File: src/rtl/hodec_pkg.sv
// Package for the hex / octal-escape text decoder.
// Holds the word types, the decoder state type and the character codes.
// No dependencies.
package hodec_pkg;

  // Character codes the decoder looks for
  localparam logic [7:0] CHAR_BACKSLASH = 8'h5C;
  localparam logic [7:0] CHAR_X         = 8'h78;
  localparam logic [7:0] CHAR_SPACE     = 8'h20;
  localparam logic [7:0] CHAR_ZERO      = 8'h30;
  localparam logic [7:0] CHAR_THREE     = 8'h33;
  localparam logic [7:0] CHAR_SEVEN     = 8'h37;
  localparam logic [7:0] CHAR_NINE      = 8'h39;
  localparam logic [7:0] CHAR_LOWER_A   = 8'h61;
  localparam logic [7:0] CHAR_LOWER_F   = 8'h66;
  localparam logic [7:0] CHAR_UPPER_A   = 8'h41;
  localparam logic [7:0] CHAR_UPPER_F   = 8'h46;

  // Decoding mode
  typedef enum logic [1:0] {
    MODE_START = 2'd0,
    MODE_HEX   = 2'd1,
    MODE_PLAIN = 2'd2,
    MODE_ESC   = 2'd3
  } mode_t;

  // Decoder state carried from one character to the next
  typedef struct packed {
    mode_t      mode;
    logic       lead_bs;
    logic [1:0] pending;
    logic [7:0] partial;
    logic       err;
  } dec_state_t;

  localparam dec_state_t STATE_RESET = '{
    mode:    MODE_START,
    lead_bs: 1'b0,
    pending: 2'd0,
    partial: 8'd0,
    err:     1'b0
  };

  // Input word: one character of the encoded string
  typedef struct packed {
    logic [7:0] text_char;
    logic       is_last;
  } in_word_t;

  // Output word: one decoded result
  typedef struct packed {
    logic [7:0] data_byte;
    logic       has_data;
    logic       end_of_string;
    logic       bad_encoding;
  } out_word_t;

endpackage

File: src/rtl/hodec_step.sv
// Combinational decode of one character against the current decoder state.
// Produces the next state and, when due, one output word.
// Depends on hodec_pkg.
module hodec_step (
  input  hodec_pkg::dec_state_t st,
  input  hodec_pkg::in_word_t   in_word,
  output hodec_pkg::dec_state_t st_next,
  output logic                  emit,
  output hodec_pkg::out_word_t  out_word
);
  import hodec_pkg::*;

  logic [7:0] c;
  logic       last;
  logic [3:0] hex_d;
  logic       hex_ok;
  logic       is_octal;
  logic       is_oct_lead;
  logic [1:0] pd;
  logic [7:0] oct_val;
  logic       got;
  logic [7:0] byte_val;
  dec_state_t nxt;

  assign c    = in_word.text_char;
  assign last = in_word.is_last;

  // Digit classification
  always_comb begin
    hex_ok = 1'b1;
    hex_d  = c[3:0];
    if (c >= CHAR_ZERO && c <= CHAR_NINE) begin
      hex_d = c[3:0];
    end else if ((c >= CHAR_LOWER_A && c <= CHAR_LOWER_F) ||
                 (c >= CHAR_UPPER_A && c <= CHAR_UPPER_F)) begin
      hex_d = c[3:0] + 4'd9;
    end else begin
      hex_ok = 1'b0;
    end
  end

  assign is_octal    = (c >= CHAR_ZERO) && (c <= CHAR_SEVEN);
  assign is_oct_lead = (c >= CHAR_ZERO) && (c <= CHAR_THREE);
  assign oct_val     = {st.partial[4:0], c[2:0]};

  // Octal digit count as seen by the escape logic; a count of three reads as none.
  always_comb begin
    if (st.mode == MODE_START || st.pending == 2'd3) begin
      pd = 2'd0;
    end else begin
      pd = st.pending;
    end
  end

  // Next state and decoded byte
  always_comb begin
    nxt      = st;
    got      = 1'b0;
    byte_val = 8'd0;
    if (!st.err) begin
      case (st.mode)
        MODE_START: begin
          if (st.lead_bs && c == CHAR_X) begin
            nxt.lead_bs = 1'b0;
            nxt.mode    = MODE_HEX;
            nxt.pending = 2'd0;
          end else if (st.lead_bs) begin
            // Escape sequence opening the string
            nxt.lead_bs = 1'b0;
            nxt.pending = 2'd0;
            if (c == CHAR_BACKSLASH) begin
              nxt.mode = MODE_PLAIN;
              byte_val = c;
              got      = 1'b1;
            end else if (is_oct_lead) begin
              nxt.mode    = MODE_ESC;
              nxt.partial = {5'd0, c[2:0]};
              nxt.pending = 2'd1;
            end else begin
              nxt.err = 1'b1;
            end
          end else if (c == CHAR_BACKSLASH) begin
            nxt.lead_bs = 1'b1;
          end else begin
            nxt.mode = MODE_PLAIN;
            byte_val = c;
            got      = 1'b1;
          end
        end
        MODE_HEX: begin
          if (st.pending == 2'd0) begin
            if (c == CHAR_SPACE) begin
              nxt = st;
            end else if (!hex_ok) begin
              nxt.err = 1'b1;
            end else begin
              nxt.partial = {4'd0, hex_d};
              nxt.pending = 2'd1;
            end
          end else if (!hex_ok) begin
            nxt.err = 1'b1;
          end else begin
            byte_val    = {st.partial[3:0], hex_d};
            nxt.pending = 2'd0;
            got         = 1'b1;
          end
        end
        MODE_PLAIN: begin
          if (c == CHAR_BACKSLASH) begin
            nxt.mode    = MODE_ESC;
            nxt.pending = 2'd0;
          end else begin
            byte_val = c;
            got      = 1'b1;
          end
        end
        MODE_ESC: begin
          if (pd == 2'd0) begin
            if (c == CHAR_BACKSLASH) begin
              nxt.mode = MODE_PLAIN;
              byte_val = c;
              got      = 1'b1;
            end else if (is_oct_lead) begin
              nxt.partial = {5'd0, c[2:0]};
              nxt.pending = 2'd1;
            end else begin
              nxt.err = 1'b1;
            end
          end else if (!is_octal) begin
            nxt.err = 1'b1;
          end else if (pd == 2'd1) begin
            nxt.partial = oct_val;
            nxt.pending = 2'd2;
          end else begin
            nxt.partial = oct_val;
            nxt.pending = 2'd0;
            nxt.mode    = MODE_PLAIN;
            byte_val    = oct_val;
            got         = 1'b1;
          end
        end
        default: begin
          nxt = st;
        end
      endcase
    end

    // A string that stops inside a sequence is malformed
    if (last && !nxt.err) begin
      if ((nxt.mode == MODE_START && nxt.lead_bs) ||
          (nxt.mode == MODE_HEX && nxt.pending != 2'd0) ||
          (nxt.mode == MODE_ESC)) begin
        nxt.err = 1'b1;
      end
    end
  end

  // Output word, and return to the start after the last character
  always_comb begin
    emit                   = got || last;
    out_word.data_byte     = got ? byte_val : 8'd0;
    out_word.has_data      = got;
    out_word.end_of_string = last;
    out_word.bad_encoding  = last && nxt.err;
    st_next                = last ? STATE_RESET : nxt;
  end

endmodule

File: src/rtl/hodec_out_buf.sv
// Output register with a skid stage for the decoder's result words.
// Lets the decoder keep taking words while a result waits downstream.
// Depends on hodec_pkg.
module hodec_out_buf (
  input  logic                 clk,
  input  logic                 rst,
  input  logic                 push,
  input  hodec_pkg::out_word_t push_data,
  output logic                 buf_ready,
  output logic                 out_valid,
  input  logic                 out_ready,
  output hodec_pkg::out_word_t out_data
);
  import hodec_pkg::*;

  logic      skid_valid;
  out_word_t skid_data;
  logic      out_take;

  assign out_take  = out_valid && out_ready;
  assign buf_ready = !skid_valid;

  // Control: output register fills from the skid first, then from a new push
  always_ff @(posedge clk) begin
    if (rst) begin
      out_valid  <= 1'b0;
      skid_valid <= 1'b0;
    end else if (!out_valid || out_take) begin
      out_valid  <= skid_valid || push;
      skid_valid <= 1'b0;
    end else if (push) begin
      skid_valid <= 1'b1;
    end
  end

  // Payload
  always_ff @(posedge clk) begin
    if (!out_valid || out_take) begin
      if (skid_valid) begin
        out_data <= skid_data;
      end else if (push) begin
        out_data <= push_data;
      end
    end else if (push) begin
      skid_data <= push_data;
    end
  end

  // The skid stage only holds a word behind a waiting output word.
  a_skid_behind_out: assert property (@(posedge clk) disable iff (rst)
    skid_valid |-> out_valid)
    else $error("skid word held with no output word");

  // A push is never offered while the skid stage is full.
  a_no_push_when_full: assert property (@(posedge clk) disable iff (rst)
    skid_valid |-> !push)
    else $error("push while skid stage full");

  // A stalled output word leaves the skid stage untouched unless it was empty.
  a_skid_holds: assert property (@(posedge clk) disable iff (rst)
    (skid_valid && out_valid && !out_ready) |=> (skid_valid && $stable(skid_data)))
    else $error("skid word lost while output stalled");

endmodule

File: src/rtl/hex_or_octal_escape_decoder.sv
// Hex / octal-escape text decoder. Takes one character word per cycle, while
// in_ready is high, with a last-character flag and gives zero or one result word
// per character: a decoded byte, the end marker on the last character, or both.
// A string opening with backslash and 'x' is read as hex digit pairs, spaces
// allowed between pairs; any other string passes plain characters, turns a
// doubled backslash into one and three octal digits after a backslash into one
// byte. Malformed or truncated sequences raise an error reported on the end word.
// Throughput is one character per clock while the output is not stalled, set by
// the single decode step between the input register and the result register.
// Decoder state returns to the string start after each last character.
module hex_or_octal_escape_decoder (
  input  logic                 clk,
  input  logic                 rst,
  input  logic                 in_valid,
  output logic                 in_ready,
  input  hodec_pkg::in_word_t  in_data,
  output logic                 out_valid,
  input  logic                 out_ready,
  output hodec_pkg::out_word_t out_data
);
  import hodec_pkg::*;

  logic       stage_valid;
  in_word_t   stage_data;
  logic       buf_ready;
  logic       stage_advance;
  dec_state_t st;
  dec_state_t st_next;
  logic       emit;
  out_word_t  result;

  assign stage_advance = stage_valid && buf_ready;
  assign in_ready      = !stage_valid || buf_ready;

  // Input register
  always_ff @(posedge clk) begin
    if (rst) begin
      stage_valid <= 1'b0;
    end else if (in_ready) begin
      stage_valid <= in_valid;
    end
  end

  always_ff @(posedge clk) begin
    if (in_ready && in_valid) begin
      stage_data <= in_data;
    end
  end

  // Decoder state register
  always_ff @(posedge clk) begin
    if (rst) begin
      st <= STATE_RESET;
    end else if (stage_advance) begin
      st <= st_next;
    end
  end

  // Decode step
  hodec_step u_step (
    .st      (st),
    .in_word (stage_data),
    .st_next (st_next),
    .emit    (emit),
    .out_word(result)
  );

  // Result register and skid stage
  hodec_out_buf u_out_buf (
    .clk      (clk),
    .rst      (rst),
    .push     (stage_advance && emit),
    .push_data(result),
    .buf_ready(buf_ready),
    .out_valid(out_valid),
    .out_ready(out_ready),
    .out_data (out_data)
  );

  // The error flag only ever travels on the end word.
  a_err_on_end: assert property (@(posedge clk) disable iff (rst)
    (out_valid && out_data.bad_encoding) |-> out_data.end_of_string)
    else $error("error flag on a word that is not the end word");

  // A word with no byte exists only to carry the end marker.
  a_empty_is_end: assert property (@(posedge clk) disable iff (rst)
    (out_valid && !out_data.has_data) |-> (out_data.end_of_string && out_data.data_byte == 8'd0))
    else $error("result word with neither byte nor end marker");

  // The last character of a string puts the decoder back at the start.
  a_restart: assert property (@(posedge clk) disable iff (rst)
    (stage_advance && stage_data.is_last) |=>
      (st.mode == MODE_START && !st.lead_bs && !st.err && st.pending == 2'd0))
    else $error("decoder not back at string start after last character");

  // Once an error is seen, no byte is produced until the string ends.
  a_err_silent: assert property (@(posedge clk) disable iff (rst)
    (stage_advance && st.err) |-> !(emit && result.has_data))
    else $error("byte decoded after an error");

endmodule
File: config.mk
export PLATFORM = sky130hd
export DESIGN_NAME = hex_or_octal_escape_decoder
export DESIGN_NICKNAME = d
export VERILOG_FILES = /design/src/rtl/hodec_pkg.sv /design/src/rtl/hodec_step.sv /design/src/rtl/hodec_out_buf.sv /design/src/rtl/hex_or_octal_escape_decoder.sv
export SDC_FILE = /design/constraint.sdc
export NUM_CORES = 1
export LEC_CHECK = 0
export BUFFER_PORTS_ARGS = -buffer_cell sky130_fd_sc_hd__clkbuf_2
export CAP_MARGIN = 20
export CORE_MARGIN = 2
export CORE_UTILIZATION = 55
export DETAILED_ROUTE_END_ITERATION = 12
export HOLD_SLACK_MARGIN = 0.15
export PLACE_DENSITY = 0.8
export SYNTH_ARGS = -nofsm -noshare
export SYNTH_HDL_FRONTEND = slang
export SYNTH_SLANG_ARGS = --single-unit
File: constraint.sdc
create_clock -name clk -period 4.7 [get_ports clk]
set_clock_uncertainty 0.05 [all_clocks]
set_input_delay 1.175 -clock clk [delete_from_list [all_inputs] [get_ports clk]]
set_output_delay 1.175 -clock clk [all_outputs]
set_load 0.005 [all_outputs]
# Word-level counts from Yosys, hierarchy flattened

Index checks and enable logic that the tools add are counted.

Register bits: 45
Bits in latches: 0
RAM bits: 0
Bits in read-only memories: 0
Bits of input ports: 13
Output and inout bits: 13
Logic and storage cells: 153
Memories kept: 0

Add/sub/neg operators: 1
Multipliers: 0
Divide/modulo/power cells: 0
Magnitude comparators: 8
Equality and inequality tests: 21
Shifts and indexed selects: 0
Muxes and demuxes: 67
Bitwise gates (word level): 1
Reductions and logical operators: 37

Operator list:

| kind                                                                                | count |
|---|---|
| 8-bit 2-to-1 mux                                                                    | 12 |
| 11-bit 2-to-1 mux                                                                   | 7 |
| 10-bit 2-to-1 mux                                                                   | 4 |
| 8-bit one-hot mux with 4 select lines                                               | 1 |
| 14-bit 2-to-1 mux                                                                   | 2 |
| 9-bit one-hot mux with 3 select lines                                               | 1 |
| 8-bit by 6-bit <= comparator with 1-bit output, second input constant               | 3 |
| 2-bit 2-to-1 mux                                                                    | 12 |
| 1-bit 2-to-1 mux                                                                    | 19 |
| 9-bit 2-to-1 mux                                                                    | 2 |
| 8-bit by 7-bit equality test with 1-bit output, second input constant               | 2 |
| 8-bit by 7-bit greater-or-equal comparator with 1-bit output, second input constant | 2 |
| 8-bit by 7-bit <= comparator with 1-bit output, second input constant               | 2 |
| 2-bit one-hot mux with 4 select lines                                               | 2 |
| 1-bit logical AND                                                                   | 14 |
| 13-bit AND reduction                                                                | 1 |
| 3-bit inequality test, second input constant                                        | 4 |
| 3-bit by 2-bit inequality test with 1-bit output, second input constant             | 3 |
| 2-bit equality test, second input constant                                          | 4 |
| 8-bit by 6-bit equality test with 1-bit output, second input constant               | 1 |
| 8-bit by 6-bit greater-or-equal comparator with 1-bit output, second input constant | 1 |
| 2-bit zero test                                                                     | 4 |
| 1-bit logical OR                                                                    | 8 |
| 4-bit 2-to-1 mux                                                                    | 2 |
| 15 further kinds                                                                    | 22 |

# Logic depth before layout (Yosys ltp)

Word-level depth: 19
Gate-level depth with buffers: 12
Depth with buffers taken out: 11

# Hierarchy

A second synthesis with hierarchy kept.

Cells, all modules: 365
Area total of the unflattened synthesis: 3402.0 um^2

By module, submodules not included:

| module                      | times used | cells an instance | area each (um^2) | seq. area each (um^2) |
|---|---|---|---|---|
| hodec_step                  | 1          | 243               | 1443.9           | 0.0 |
| hex_or_octal_escape_decoder | 1          | 78                | 1041.0           | 570.5 |
| hodec_out_buf               | 1          | 44                | 917.1            | 700.7 |

# Worst setup path before layout

No wires, ideal clock.

Path kind: flip-flop to flip-flop
Start: register stage_data[1] (netlist name)
End: register u_out_buf.skid_data[0] (netlist name) (enable)
Setup time: 396 ps
Arrival: 2666 ps
Required time: 4254 ps
Slack: 1588 ps
Cell stages (with the launch flop): 11
Buffers on the path: 0
Period minus slack after synthesis: 3112 ps
Cell sequence: edfxtp_1 > inv_1 > ha_1 > nand3_1 > nor2_2 > ha_1 > o31ai_1 > a21oi_1 > o41ai_2 > nand2b_1 > nor3b_1

Longest elaborated chain between the ends: 12
Elaborated cells between the ends (all ways): 30
Those cells by class: 7 x order compare; 2 x eq/ne; 12 x mux; 9 x reduce/logical

Ends and longest elaborated chain:

| element                                                                                    | line                               | RTL |
|---|---|---|
| start, declared                                                                            | hex_or_octal_escape_decoder.sv:24  | `in_word_t stage_data;` |
| start signal, assigned                                                                     | hex_or_octal_escape_decoder.sv:46  | `stage_data <= in_data;` |
| 8-bit by 7-bit greater-or-equal comparator with 1-bit output, or another cell as far along | hodec_step.sv:34                   | `end else if ((c >= CHAR_LOWER_A && c <= CHAR_LOWER_F) \|\|` |
| 1-bit logical AND (on tied branches)                                                       | hodec_step.sv:34, hodec_step.sv:35 |  |
| 1-bit logical OR                                                                           | hodec_step.sv:34                   |  |
| 1-bit 2-to-1 mux                                                                           | hodec_step.sv:34                   |  |
| 1-bit 2-to-1 mux                                                                           | hodec_step.sv:32                   | `if (c >= CHAR_ZERO && c <= CHAR_NINE) begin` |
| 1-bit 2-to-1 mux                                                                           | hodec_step.sv:100                  | `end else if (!hex_ok) begin` |
| 1-bit 2-to-1 mux                                                                           | hodec_step.sv:91                   | `if (st.pending == 2'd0) begin` |
| 1-bit one-hot mux with 4 select lines (*)                                                  | hodec_step.sv:61                   | `case (st.mode)` |
| 1-bit 2-to-1 mux (*)                                                                       | hodec_step.sv:60                   | `if (!st.err) begin` |
| 1-bit logical OR (*)                                                                       | hodec_step.sv:160                  | `emit = got \|\| last;` |
| 1-bit logical AND (*)                                                                      | hex_or_octal_escape_decoder.sv:72  | `.push (stage_advance && emit),` |
| 2-bit AND reduction (no source line) (*)                                                   | --                                 |  |
| end signal, assigned                                                                       | hodec_out_buf.sv:45                | `skid_data <= push_data;` |
| end, declared                                                                              | hodec_out_buf.sv:17                | `out_word_t skid_data;` |

Mark *: on every way between the ends. The rest lies on a longest branch, timed or not.
A chain may end at the register's enable or synchronous reset.

# Final worst setup path

Start: register st[13] (netlist name)
End: register u_out_buf.skid_data[5] (netlist name) (enable)

Longest elaborated chain between the ends: 12
Elaborated cells between the ends (all ways): 16
Those cells by class: 4 x eq/ne; 6 x mux; 6 x reduce/logical

Ends and longest elaborated chain:

| element                                        | line                               | RTL |
|---|---|---|
| 2-bit zero test                                | hodec_step.sv:48, hodec_step.sv:61 |  |
| 1-bit logical OR                               | hodec_step.sv:48                   | `if (st.mode == MODE_START \|\| st.pending == 2'd3) begin` |
| 2-bit 2-to-1 mux                               | hodec_step.sv:48                   |  |
| 2-bit by 1-bit equality test with 1-bit output | hodec_step.sv:131                  | `end else if (pd == 2'd1) begin` |
| 1-bit 2-to-1 mux                               | hodec_step.sv:131                  |  |
| 1-bit 2-to-1 mux                               | hodec_step.sv:129                  | `end else if (!is_octal) begin` |
| 1-bit 2-to-1 mux                               | hodec_step.sv:118                  | `if (pd == 2'd0) begin` |
| 1-bit one-hot mux with 4 select lines (*)      | hodec_step.sv:61                   |  |
| 1-bit 2-to-1 mux (*)                           | hodec_step.sv:60                   |  |
| 1-bit logical OR (*)                           | hodec_step.sv:160                  |  |
| 1-bit logical AND (*)                          | hex_or_octal_escape_decoder.sv:72  |  |
| 2-bit AND reduction (no source line) (*)       | --                                 |  |

Marks and branches as above.

==> flow_metrics.py <==
metrics = {
    "cts": {
        "cts.sink_count": 45,
        "post_cts_buffers": 0,
        "cts_tree": "done",
        "cts_buffers": 5,
        "clkTransAtPathRegs_ps": 90,
        "htreeDepth": 2,
        "hold_buffers": 0,
        "cts.repair.resized": 0,
        "worstSkewPairLatency_ps": 300,
        "root_buffer": "clkbuf_8",
        "clock_path_buffers": 2,
    },
    "timing": {
        "timing.final.crit_share_pct": 75.8,
        "tightest_slew_ps": 859,
        "hold_viol": 0,
        "drv_slew": 0,
        "fmax_mhz": 281,
        "fin_crit_ps": 3560,
        "rsz0062_at_grt": "no",
        "tns_ps": 0,
        "max-slew-margin-rel_pct": 42.3,
        "setup_violations": 0,
    },
    "cells_and_area": {
        "area_growth_pct": 9.68,
        "fill_cells": 440,
        "layout-drive-gt1-share_pct": 16.4,
        "diodes": 0,
        "finalNetCount": 343,
        "final_common_cell": "edfxtp_1",
        "utilization_pct": 61.6,
        "final_cell_mix": "edfxtp_1 (31), nand2_1 (30), nor2_1 (27)",
        "multi_input_area_um2": 1500,
        "regArea_um2": 1210,
    },
    "synth": {
        "synth_edf_count": 31,
        "synthFlopType": "edfxtp_1",
        "synth_top_family_by_area": "compound AO/OA/AOI/OAI gates",
        "syn-cell-area_um2": 2830,
        "syn_inst": 305,
        "async_flop_share_pct": 0,
        "syn_area_per_cell_um2": 9.28,
        "ys_top_cells_by_area": "edfxtp_1 (33%), dfxtp_1 (9.9%), o21ai_0 (4.6%)",
        "syn_nets": 326,
        "synth_xor_area_share_pct": 0.619,
        "synth_top_area_share_pct": 32.9,
        "yosys.area_share.adder_pct": 3.54,
        "synth_seq_cells": 45,
        "synth.distinct_cells": 61,
        "yosysSeqAreaShare_pct": 42.8,
        "ys_warn_count": 0,
        "synthSimpleGateAreaFrac_pct": 18.4,
        "synthMuxAreaShare_pct": 1.59,
        "synth_compound_area_share_pct": 28.6,
        "synth_top_cell_by_area": "edfxtp_1",
    },
    "routing": {
        "drt_wl_total_um": 6860,
        "routedWlPerCell_um": 17.5,
        "num_vias": 2519,
        "ant_nets": 0,
        "drt_iter0_drc": 304,
        "drt_first_pass_iters": 5,
        "viasPerCell": 6.41,
        "drc_errors": 0,
    },
    "critical_path": {
        "crit_path_end_kind": "flip-flop",
        "crit_top_cell": "inv_1",
        "crit_required_ps": 4660,
        "cp_slowest_stage_delay_ps": 640,
        "critical_path_arrival_ps": 3520,
        "worstPathCellList": "inv_1 > ha_1 > inv_1 > a211oi_1 > o31a_1 > o41ai_2 > nand2b_1 > nor3b_1 > buf_4",
        "path_buf_inv": 3,
        "critPathKind": "reg2reg",
        "crit_fanout": 19,
        "critPathTopFamily": "compound AO/OA/AOI/OAI gates",
        "slowest_stage": "ha_1",
        "crit_path_start_kind": "flip-flop",
        "r2r-start": "st[13]",
        "startpoint": "st[13]",
    },
    "pwr": {
        "pwr-share-comb_pct": 10.5,
        "power.switching_mw": 0.198,
        "p_leak_nw": 1.07,
        "clockPowerShare_pct": 34.7,
        "switching_share_pct": 23.8,
        "powerDensity_nw_per_um2": 268,
        "p_int_mw": 0.635,
        "seqPwrFrac_pct": 54.8,
        "peakVddDrop_uv": 210,
    },
    "grt": {
        "grt_max_degree": 24,
        "grt_pass1_wl_um": 10800,
        "grt.total_usage_pct": 25.2,
        "grt-ovfl-total": 0,
        "antenna_found_initial": 0,
        "grt_pass1_vias": 2197,
    },
    "floorplanning": {
        "dieArea_um2": 5740,
        "ios": 26,
        "num_rows": 26,
        "die_h_um": 75.8,
        "fp.dieW_um": 75.8,
        "core-area_um2": 5040,
        "start_util_pct": 56.2,
    },
    "place": {
        "place_congestion": 0.957,
        "io_buffers": 25,
        "dp_hpwl_um": 4990,
    },
    "hold_path": {
        "hp-class": "reg2reg",
        "min_from": "st[5]",
    },
    "status": {
        "status": "completed",
    },
    "job": {
        "max_cap_violations": 0,
    },
}
==> layout make-up <==
| class | count | area share (%) |
|---|---|---|
| clock buffers | 6 | 2.34 |
| clock inverters | 2 | 1.25 |
| inverters | 14 | 1.69 |
| multi-input cells | 228 | 48.1 |
| flip-flops and latches | 45 | 39.0 |
| well taps | 70 | 2.82 |
| repair buffers | 28 | 4.75 |
==> sequential cells by signal (all words and copies together), names as in the netlist <==
name and count:
u_out_buf.skid_data 11, u_out_buf.skid_valid 1, u_out_buf.out_data 11, stage_valid 1, stage_data 9, u_out_buf.out_valid 1, st 11
==> cell families after synthesis <==
family | count (synthesis)
AO/OA/AOI/OAI | 111
AND/OR/NAND/NOR | 103
flip-flops | 45
buffers and inverters | 32
adder cells (fa/ha/maj) | 8
multiplexers | 4
XOR/XNOR | 2
==> per-stage QoR <==
step | power [mW] | hold slack (ps) | instances | area, um^2 | setup WS (ps)
2_1_floorplan | 0.520 | 399 | 305 | 2830 | 1590
3_3_place_gp | 0.548 | 423 | 385 | 2990 | 1390
3_5_place_dp | 0.550 | 430 | 385 | 2990 | 1310
4_1_cts | 0.835 | 444 | 393 | 3110 | 1250
5_1_grt | 0.864 | 470 | 393 | 3110 | 877
6_report | 0.832 | 441 | 393 | 3110 | 1140
==> power by group through the flow <==
stage	clock network, mW	registers (mW)	logic, mW
after floorplan	0	0.459	0.0614
after global placement	0	0.464	0.0839
after detailed placement	0	0.464	0.0851
after CTS	0.294	0.455	0.0862
after global routing	0.309	0.458	0.0968
final	0.289	0.456	0.0875
==> cells in the mapped netlist (3+ instances only) <==
cell	n
a211oi_1	3
a21o_1	4
a21oi_1	20
a221oi_1	7
a22o_1	6
a22oi_1	5
a31oi_1	4
clkbuf_1	15
dfxtp_1	14
edfxtp_1	31
ha_1	8
inv_1	14
mux2_2	4
nand2_1	30
nand2b_1	7
nand4_1	3
nor2_1	27
nor3_1	12
nor4_1	5
o21ai_0	26
o31ai_1	6
o41ai_1	3
==> metal layers <==
layer	up-vias	share of wire [%]	GRT usage, %
met1	1139	42	33.6
met4	0	2.8	8.77
met3	23	9.2	5.29
met2	158	46	40.8
li1	1199	-	-
met5	-	0	0
==> path summary, 6_finish.rpt <==
path	end	slack (ps)	cells past startpoint
worst max-delay path	u_out_buf.skid_data[5]	1140	9
worst min-delay path	st[5]	440	2
worst max register to register	u_out_buf.skid_data[5]	1140	9
worst min register to register	st[5]	440	2
==> worst reg2reg max path, delay by kind of cell (launching register included) <==
family / cells / cell delay, ps
AOI/OAI and AO/OA: 3 / 880
adders and majority gates: 1 / 640
DFF: 1 / 400
buffers and inverters: 3 / 770
and+or+nand+nor: 2 / 520
Power figures use the tool's default switching activity.
